**src/rtl/qtl_pkg.sv**
```systemverilog
`timescale 1ns / 1ps

package qtl_pkg;

  // Byte classes produced by the front end
  localparam logic [2:0] CLS_WORD   = 3'd0;
  localparam logic [2:0] CLS_SPACE  = 3'd1;
  localparam logic [2:0] CLS_STRUCT = 3'd2;
  localparam logic [2:0] CLS_CMP    = 3'd3;
  localparam logic [2:0] CLS_QUOTE  = 3'd4;
  localparam logic [2:0] CLS_ARITH  = 3'd5;
  localparam logic [2:0] CLS_SEMI   = 3'd6;

  // Token kinds on the result side
  localparam logic [2:0] KIND_WORD   = 3'd0;
  localparam logic [2:0] KIND_STRUCT = 3'd1;
  localparam logic [2:0] KIND_CMP    = 3'd2;
  localparam logic [2:0] KIND_STR    = 3'd3;
  localparam logic [2:0] KIND_ARITH  = 3'd4;
  localparam logic [2:0] KIND_SEMI   = 3'd5;

  typedef struct packed {
    logic [7:0] char_in;
    logic       text_end;
  } in_item_t;

  typedef struct packed {
    logic [7:0] char_out;
    logic       has_char;
    logic       token_start;
    logic [2:0] token_kind;
    logic       end_of_text;
  } out_item_t;

  // Classified byte held in the queue between front and back
  typedef struct packed {
    logic [7:0] ch;
    logic       last;
    logic [2:0] cls;
  } q_entry_t;

endpackage

```
**src/rtl/qtl_front.sv**
```systemverilog
`timescale 1ns / 1ps

module qtl_front #(
  parameter int DEPTH = 4
) (
  input  logic              clk,
  input  logic              rst,
  input  qtl_pkg::in_item_t item,
  input  logic              push,
  output logic              full,
  output qtl_pkg::q_entry_t entry,
  output logic              entry_valid,
  input  logic              entry_take
);

  localparam int IW = (DEPTH > 1) ? $clog2(DEPTH) : 1;
  localparam int CW = $clog2(DEPTH + 1);

  logic [2:0]        cls;
  qtl_pkg::q_entry_t mem [DEPTH];
  logic [IW-1:0]     wr_ptr;
  logic [IW-1:0]     rd_ptr;
  logic [CW-1:0]     count;
  logic              wr_en;
  logic              rd_en;

  // Byte classification
  always_comb begin
    case (item.char_in) inside
      8'h20, [8'h09:8'h0D]:               cls = qtl_pkg::CLS_SPACE;
      8'h28, 8'h29, 8'h5B, 8'h5D, 8'h2C:  cls = qtl_pkg::CLS_STRUCT;
      8'h3C, 8'h3E, 8'h21, 8'h3D:         cls = qtl_pkg::CLS_CMP;
      8'h27, 8'h22:                       cls = qtl_pkg::CLS_QUOTE;
      8'h2B, 8'h2D, 8'h2A, 8'h2F, 8'h25:  cls = qtl_pkg::CLS_ARITH;
      8'h3B:                              cls = qtl_pkg::CLS_SEMI;
      default:                            cls = qtl_pkg::CLS_WORD;
    endcase
  end

  assign full        = (count == CW'(DEPTH));
  assign entry_valid = (count != '0);
  assign wr_en       = push && !full;
  assign rd_en       = entry_take && entry_valid;
  assign entry       = mem[rd_ptr];

  // Queue storage, payload only
  always_ff @(posedge clk) begin
    if (wr_en) begin
      mem[wr_ptr] <= '{ch: item.char_in, last: item.text_end, cls: cls};
    end
  end

  // Queue pointers and fill count
  always_ff @(posedge clk) begin
    if (rst) begin
      wr_ptr <= '0;
      rd_ptr <= '0;
      count  <= '0;
    end else begin
      if (wr_en) begin
        wr_ptr <= (wr_ptr == IW'(DEPTH - 1)) ? '0 : wr_ptr + 1'b1;
      end
      if (rd_en) begin
        rd_ptr <= (rd_ptr == IW'(DEPTH - 1)) ? '0 : rd_ptr + 1'b1;
      end
      if (wr_en && !rd_en) begin
        count <= count + 1'b1;
      end else if (rd_en && !wr_en) begin
        count <= count - 1'b1;
      end
    end
  end

endmodule

```
**src/rtl/qtl_back.sv**
```systemverilog
`timescale 1ns / 1ps

module qtl_back (
  input  logic               clk,
  input  logic               rst,
  input  qtl_pkg::q_entry_t  entry,
  input  logic               entry_valid,
  output logic               entry_take,
  output qtl_pkg::out_item_t result,
  output logic               empty,
  input  logic               pop
);

  localparam logic [1:0] MODE_IDLE = 2'd0;
  localparam logic [1:0] MODE_WORD = 2'd1;
  localparam logic [1:0] MODE_CMP  = 2'd2;
  localparam logic [1:0] MODE_STR  = 2'd3;

  logic [1:0]         mode;
  logic [1:0]         mode_next;
  logic [1:0]         step_mode;
  logic               emit;
  logic               start;
  logic [2:0]         kind;
  logic               load;
  logic               res_valid;
  qtl_pkg::out_item_t res;
  qtl_pkg::out_item_t res_next;

  // Token state step for the entry at the head of the queue
  always_comb begin
    emit      = 1'b1;
    start     = 1'b1;
    kind      = qtl_pkg::KIND_WORD;
    step_mode = MODE_IDLE;
    if (mode == MODE_STR) begin
      start     = 1'b0;
      kind      = qtl_pkg::KIND_STR;
      step_mode = (entry.cls == qtl_pkg::CLS_QUOTE) ? MODE_IDLE : MODE_STR;
    end else if (mode == MODE_CMP && entry.cls == qtl_pkg::CLS_CMP) begin
      start = 1'b0;
      kind  = qtl_pkg::KIND_CMP;
    end else begin
      case (entry.cls)
        qtl_pkg::CLS_SPACE:  emit = 1'b0;
        qtl_pkg::CLS_STRUCT: kind = qtl_pkg::KIND_STRUCT;
        qtl_pkg::CLS_CMP: begin
          kind      = qtl_pkg::KIND_CMP;
          step_mode = MODE_CMP;
        end
        qtl_pkg::CLS_QUOTE: begin
          kind      = qtl_pkg::KIND_STR;
          step_mode = MODE_STR;
        end
        qtl_pkg::CLS_ARITH:  kind = qtl_pkg::KIND_ARITH;
        qtl_pkg::CLS_SEMI:   kind = qtl_pkg::KIND_SEMI;
        default: begin
          start     = (mode != MODE_WORD);
          step_mode = MODE_WORD;
        end
      endcase
    end
  end

  // Take an entry whenever the output register is free or being drained
  assign entry_take = entry_valid && (!res_valid || pop);
  assign load       = entry_take && (emit || entry.last);
  assign mode_next  = entry.last ? MODE_IDLE : step_mode;

  // Result word; a dropped final space becomes a bare end marker
  always_comb begin
    if (emit) begin
      res_next.char_out    = entry.ch;
      res_next.has_char    = 1'b1;
      res_next.token_start = start;
      res_next.token_kind  = kind;
    end else begin
      res_next.char_out    = '0;
      res_next.has_char    = 1'b0;
      res_next.token_start = 1'b0;
      res_next.token_kind  = qtl_pkg::KIND_WORD;
    end
    res_next.end_of_text = entry.last;
  end

  always_ff @(posedge clk) begin
    if (rst) begin
      mode      <= MODE_IDLE;
      res_valid <= 1'b0;
    end else begin
      if (entry_take) begin
        mode <= mode_next;
      end
      if (load) begin
        res_valid <= 1'b1;
      end else if (pop) begin
        res_valid <= 1'b0;
      end
    end
  end

  always_ff @(posedge clk) begin
    if (load) begin
      res <= res_next;
    end
  end

  assign result = res;
  assign empty  = !res_valid;

endmodule

```
**src/rtl/query_text_lexer_core.sv**
```systemverilog
`timescale 1ns / 1ps

// Query text lexer: takes one byte of text per transaction and returns each
// kept byte with a token-start flag and a token kind; whitespace outside
// quoted strings is dropped, and the final byte of a text (text_end) always
// yields a result with end_of_text set. Throughput is one byte per cycle:
// the front end classifies a byte and writes it into a QUEUE_DEPTH-entry
// queue, and the back end reads one entry per cycle through a one-byte token
// state update into an output register. A byte accepted at one clock edge is
// on the result ports after the next edge at the earliest. Either side may
// stall; the queue absorbs up to QUEUE_DEPTH bytes before full rises.
module query_text_lexer_core #(
  parameter int QUEUE_DEPTH = 4
) (
  input  logic               clk,
  input  logic               rst,
  input  qtl_pkg::in_item_t  item,
  input  logic               push,
  output logic               full,
  output qtl_pkg::out_item_t result,
  output logic               empty,
  input  logic               pop
);

  qtl_pkg::q_entry_t entry;
  logic              entry_valid;
  logic              entry_take;

  qtl_front #(
    .DEPTH (QUEUE_DEPTH)
  ) u_front (
    .clk         (clk),
    .rst         (rst),
    .item        (item),
    .push        (push),
    .full        (full),
    .entry       (entry),
    .entry_valid (entry_valid),
    .entry_take  (entry_take)
  );

  qtl_back u_back (
    .clk         (clk),
    .rst         (rst),
    .entry       (entry),
    .entry_valid (entry_valid),
    .entry_take  (entry_take),
    .result      (result),
    .empty       (empty),
    .pop         (pop)
  );

endmodule

```
**config.mk**
```make
export PLATFORM = sky130hd
export DESIGN_NAME = query_text_lexer_core
export DESIGN_NICKNAME = d
export VERILOG_FILES = /design/src/rtl/qtl_pkg.sv /design/src/rtl/qtl_front.sv /design/src/rtl/qtl_back.sv /design/src/rtl/query_text_lexer_core.sv
export SDC_FILE = /design/constraint.sdc
export NUM_CORES = 1
export LEC_CHECK = 0
export BUFFER_PORTS_ARGS = -buffer_cell sky130_fd_sc_hd__buf_2
export CORE_AREA = 2 2 75 77
export CTS_BUF_LIST = sky130_fd_sc_hd__clkbuf_8
export DETAILED_ROUTE_END_ITERATION = 6
export DIE_AREA = 0 0 77 79
export PLACE_DENSITY_LB_ADDON = 0.12
export SLEW_MARGIN = 20
export SYNTH_ARGS = -nofsm -noshare
export SYNTH_HDL_FRONTEND = slang
export SYNTH_SLANG_ARGS = --single-unit
```
**constraint.sdc**
```tcl
create_clock -name clk -period 2.55 [get_ports clk]
set_input_delay 0.3825 -clock clk [delete_from_list [all_inputs] [get_ports clk]]
set_output_delay 0.3825 -clock clk [all_outputs]
set_load 0.03 [all_outputs]
```
# Yosys cells after proc, flatten, opt, wreduce, memory -nomap -nowiden
# Memories as Yosys holds them, arrays and structs flattened. A register that Yosys moved wholly into a read port is not among the register bits.
# Cells that the tools add are included.
[classes]
add_sub_neg = 4
magnitude_cmp = 2
eq_ne = 30
muxes = 31
n_bitwise = 1
n_reduce_logical = 25
[ops]
columns = ["op", "n"]
rows = [
  ["$eq A8 B6 Y1 const B", 16],
  ["$mux W3", 10],
  ["$eq A8 B7 Y1 const B", 2],
  ["$mux W2", 8],
  ["$pmux W3 S5", 1],
  ["$eq A3 B3 Y1 const B", 4],
  ["$mux W1", 10],
  ["$reduce_or A5 Y1", 2],
  ["$eq A2 B2 Y1 const B", 4],
  ["$ge A8 B4 Y1 const B", 1],
  ["$le A8 B4 Y1 const B", 1],
  ["$logic_and A1 B1 Y1", 8],
  ["$reduce_or A4 Y1", 2],
  ["$eq A3 B2 Y1 const B", 2],
  ["$pmux W2 S3", 1],
  ["$reduce_or A6 Y1", 1],
  ["$mux W5", 1],
  ["$add A2 B1 Y2 const B", 2],
  ["$logic_not A1 Y1", 4],
  ["$reduce_bool A2 Y1", 2],
  ["$reduce_or A2 Y1", 2],
  ["$add A3 B1 Y3 const B", 1],
  ["$eq A3 B1 Y1 const B", 1],
  ["$reduce_bool A3 Y1", 1],
  ["5 further kinds", 6],
]
[totals]
regBits = 24
ram_bits = 48
in_bits = 13
out_inout_bits = 16
word_cells = 105
n_memories = 1
[mem_list]
columns = ["name", "depth", "word_bits", "read_ports", "rd_ports_with_merged_regs", "write_ports", "line_no", "text"]
rows = [
  ["u_front.mem", 4, 12, 1, 1, 1, "qtl_front.sv:20", "qtl_pkg::q_entry_t mem [DEPTH];"],
]

# Depth between registers and ports, before layout
[logic_depth]
depth_word = 7
ltp_mapped = 9
ltp_nobuf = 8

# Modules after synthesis
# Synthesis repeated with hierarchy kept, for this count alone.
[hier_totals]
cells_unflattened = 202
hier_area_um2 = 3186.8
[by_module_without_submodules]
columns = ["mod", "instances", "cells_each", "area_each_um2", "seq_area_each_um2"]
rows = [
  ["qtl_front", 1, 140, 2379.8, 1621.6],
  ["qtl_back", 1, 62, 807.0, 480.5],
]

# Worst setup path before layout
# Ideal clock, no wire load.
[synth_timing]
path_type = "register to register"
startpoint = "register u_front.count[1]"
endpoint = "register u_front.count[2]"
setup_time_ns = 0.071
arrival_time_ns = 2.345
required_time_ns = 2.479
slack_ns = 0.134
stages_incl_launch_ff = 10
path_buffers = 1
period_less_slack_ns = 2.416
cell_sequence = "dfxtp_1 > nor3b_1 > nor2b_1 > clkbuf_1 > ha_1 > inv_1 > fa_1 > xor2_1 > or3_1 > a21oi_1"
[synth_via]
elab_chain_cells = 6
word_cells_on_any_way = 15
cone_classes = "2 x add/sub; 1 x eq/ne; 2 x mux; 10 x reduce/logical"
[synth_lines]
columns = ["element", "line_no", "text"]
rows = [
  ["start: declaration", "qtl_front.sv:23", "logic [CW-1:0] count;"],
  ["start signal: assignment", "qtl_front.sv:67", "count <= count + 1'b1;"],
  ["start signal: assignment", "qtl_front.sv:69", "count <= count - 1'b1;"],
  ["$eq A3 B3 Y1 (*)", "qtl_front.sv:40", "assign full = (count == CW'(DEPTH));"],
  ["via full", "query_text_lexer_core.sv:19", "output logic full,"],
  ["$logic_not A1 Y1 (*)", "qtl_front.sv:42", "assign wr_en = push && !full;"],
  ["$logic_and A1 B1 Y1 (*)", "qtl_front.sv:42", ""],
  ["via u_front.wr_en", "qtl_front.sv:24", "logic wr_en;"],
  ["$logic_not A1 Y1", "qtl_front.sv:68", "end else if (rd_en && !wr_en) begin"],
  ["$logic_and A1 B1 Y1", "qtl_front.sv:68", ""],
  ["$reduce_bool A2 Y1 (no source line)", "-", ""],
]
# Mark *: on every way through the listed nets, which the timed path passes. The rest lies on a longest branch. The select of a mux whose other input is x is not followed.
# A chain may end at the register's enable or synchronous reset.

==> impl_results.md <==
- Outcome: completed
- Avg Cell Area, Syn: approximately 16 sq um
- Resized cells post-CTS: 0
- Final setup violation count: 0
- Sequential share of power: 0.449
- GRT Total Usage: 0.200
- H-tree Lvls: 3
- Gate power share: 0.365
- Remaining routing DRC violations: 0
- Die H: around 79 um
- Hold Path Sink: u_front.mem[1][3]$_DFFE_PP_
- Clk_lat worst skew: ~340 ps
- PwrDens: between 1000 and 1500 nW/um^2
- Seq/Total Area, Yosys: 0.681
- Top cell type's share of synthesized area: 0.603
- Ranking of synthesized cells by area: edfxtp_1 (60%), mux4_2 (8.8%), dfxtp_1 (7.8%), and2_1 (2.4%), ha_1 (2.4%)
- R2R cell count: 6
- Fill cell count: ~400
- Commonest cells after routing, fill and taps aside: edfxtp_1 (62), buf_2 (28), mux4_2 (12), and2_1 (12), dfxtp_1 (12)
- Crit Path Category: flop to flop
- Total power: between 3000 and 4000 uW
- Yosys reg bits: 74
- CP Launch Type: flop
- Antenna Nets Post-Route: 0
- Relative slew margins: 0.562
- Final global-route overflow total: 0
- Most common cell after layout, fill and taps aside: edfxtp_1
- Leakage power: approximately 0.0013 uW
- Vias per inst: 5.68
- Net Sw Power: ~1400 uW
- Number of global-route vias before repair: 1,909
- Initial Util: 0.578
- Max Clk Rate: between 400 and 500 MHz
- Critical Path RT: about 2600 ps
- Final hold violation count: 0
- Area Growth Syn to Fin: 12.9%
- Mapped Area: approximately 3100 sq um
- Main flop type after synthesis: edfxtp_1
- Longest Clk Path Bufs: 2
- Post-synth EDFFs: between 60 and 70
- Post-CTS setup buffers: 0
- Worst r2r dst: u_back.result[12]$_SDFFCE_PN0P_
- I/O Pins: 29
- Final nets: around 250
- Area of the die: 6080 sq um
- Maximum vdd ir drop: 0.000448 V
- Mapped Cells: 197
- Placed instance count: 295
- Hpwl dp: between 3 and 4 mm
- Minimum clock period: ~2200 ps
- # port buffers: 28
- DRT Wirelength: ~5.2 mm
- WL/cell: about 17 um
- Asr flop ratio synth: 0
- Part of the cycle the worst path needs: 0.868
- Cell accounting for the most synthesized area: edfxtp_1
- Final Wtd Congestion: roughly 0.78
- Clk slew on worst S/H paths: around 70 ps
- Max-cap violations: 0
- Switching part of the total: 0.346
- Setup crit end kind: flop
- Hold bufs inserted after CTS: 0
- Antenna Cells: 0
- Largest net degree at the start of global routing: 15
- Die Wd: around 77 um
- Crit path max fanout: 14
- CTS Buf Count: 9
- Clock network power share: 0.186
- Vias: about 1,800
- RSZ-0062 raised after global routing: no
- Post-Layout Cell Count: approximately 310
- Worst slew pin tran: around 660 ps
- Drt initial violations: ~130
- Netlist cell types: 40
- DRT Pass-1 Iters: 4
- Clock root buffer master: clkbuf_8
- Clock sinks: between 70 and 80
- Post-Syn Nets: 217
- Fin Clk Skew: 11.1 ps
- Internal: 2590 uW
- Yosys warnings: 0
- Setup TNS: 0 ps
- Reg2reg setup slack: between 300 and 400 ps
- Initial antenna violation count: 0
- Fraction of layout cells with a size suffix above 1: 0.259
- Core Region: ~5300 sq um
- Max-slew violations: 0
- Data arrival, critical path: 2250 ps
- Hold Crit Depth: 1
- TritonCTS clock tree: yes
- First-pass GRT wire length: slightly below 9 mm
- Worst hold path class: primary input to flop
- HP Start: item[0]
- Placement row count: 27
==> worst max-delay path, cell delays in order (launching register included) <==
cell	delay [ps]
dfxtp_1	430
mux4_2	620
nor2b_1	210
and3b_1	200
a21o_1	170
inv_1	70
buf_4	210
==> synthesized netlist by cell type (all sizes together), types with 2 or more instances <==
master and count:
edfxtp 62, and2 12, dfxtp 12, mux4 12, nor2 11, inv 10
a21oi 8, nand2 8, clkbuf 6, ha 6, o21ai 5, mux2i 4
nor3 4, nor3b 4, xor2 4, nor2b 3, a31oi 2, and3 2
buf 2, nand3 2, o211ai 2, o31ai 2
==> state kept, by name, indices dropped and copies added (netlist names), named ones only <==
name,count
u_front.rd_ptr,2
u_back.mode,2
u_back.result,14
u_back.res_valid,1
u_front.mem,48
u_front.count,3
u_front.wr_ptr,2
==> how the worst max path moves through the flow <==
stage                                                 end
after floorplan             u_front.count[2]$_SDFFE_PP0P_
after detailed placement  u_back.result[12]$_SDFFCE_PN0P_
after global placement     u_back.result[7]$_SDFFCE_PN0P_
after CTS                 u_back.result[12]$_SDFFCE_PN0P_
after global routing           u_back.result[0]$_DFFE_PP_
final                     u_back.result[12]$_SDFFCE_PN0P_
==> per-stage QoR <==
stage | setup WS, ps | hold WS [ps] | cell area (sq um) | util
after CTS | 333 | 255 | 3480 | 0.653
after floorplan | 134 | 444 | 3090 | -
after global routing | 218 | 263 | 3480 | 0.653
after global placement | 467 | 466 | 3320 | 0.622
after detailed placement | 360 | 481 | 3320 | 0.622
final | 336 | 276 | 3480 | 0.653
==> power groups by stage <==
stage	registers [uW]	clock network, uW	logic (uW)
floorplan	2020	0	844
global placement	1790	0	1390
detailed placement	1800	0	1450
CTS	1780	761	1460
global route	1800	818	1570
finish	1770	735	1440
==> routing by layer <==
| layer | track usage | routed length [um] |
|---|---|---|
| met5 | 0 | 0 |
| met1 | 0.231 | 2140 |
| met3 | 0.0659 | 284 |
| met4 | 0.107 | 113 |
| met2 | 0.332 | 2710 |
==> logic make-up after synthesis <==
| family | Yosys count | share of synthesized area |
|---|---|---|
| multiplexers | 17 | 0.105 |
| XOR/XNOR | 4 | 0.0114 |
| buffers and inverters | 18 | 0.0247 |
| AO/OA/AOI/OAI | 25 | 0.0527 |
| AND/OR/NAND/NOR | 52 | 0.0937 |
| flip-flops | 74 | 0.681 |
| adder cells (fa/ha/maj) | 7 | 0.0308 |
==> cell type report <==
cell class	instances	area [sq um]	share of cell area
flip-flops and latches	74	2100	0.603
well taps	72	90.1	0.0259
inverters	10	37.5	0.0108
repair buffers	34	185	0.0532
clock inverters	7	37.5	0.0108
clock buffers	9	124	0.0356
multi-input cells	105	907	0.260
(Power assumes the default switching activity.)
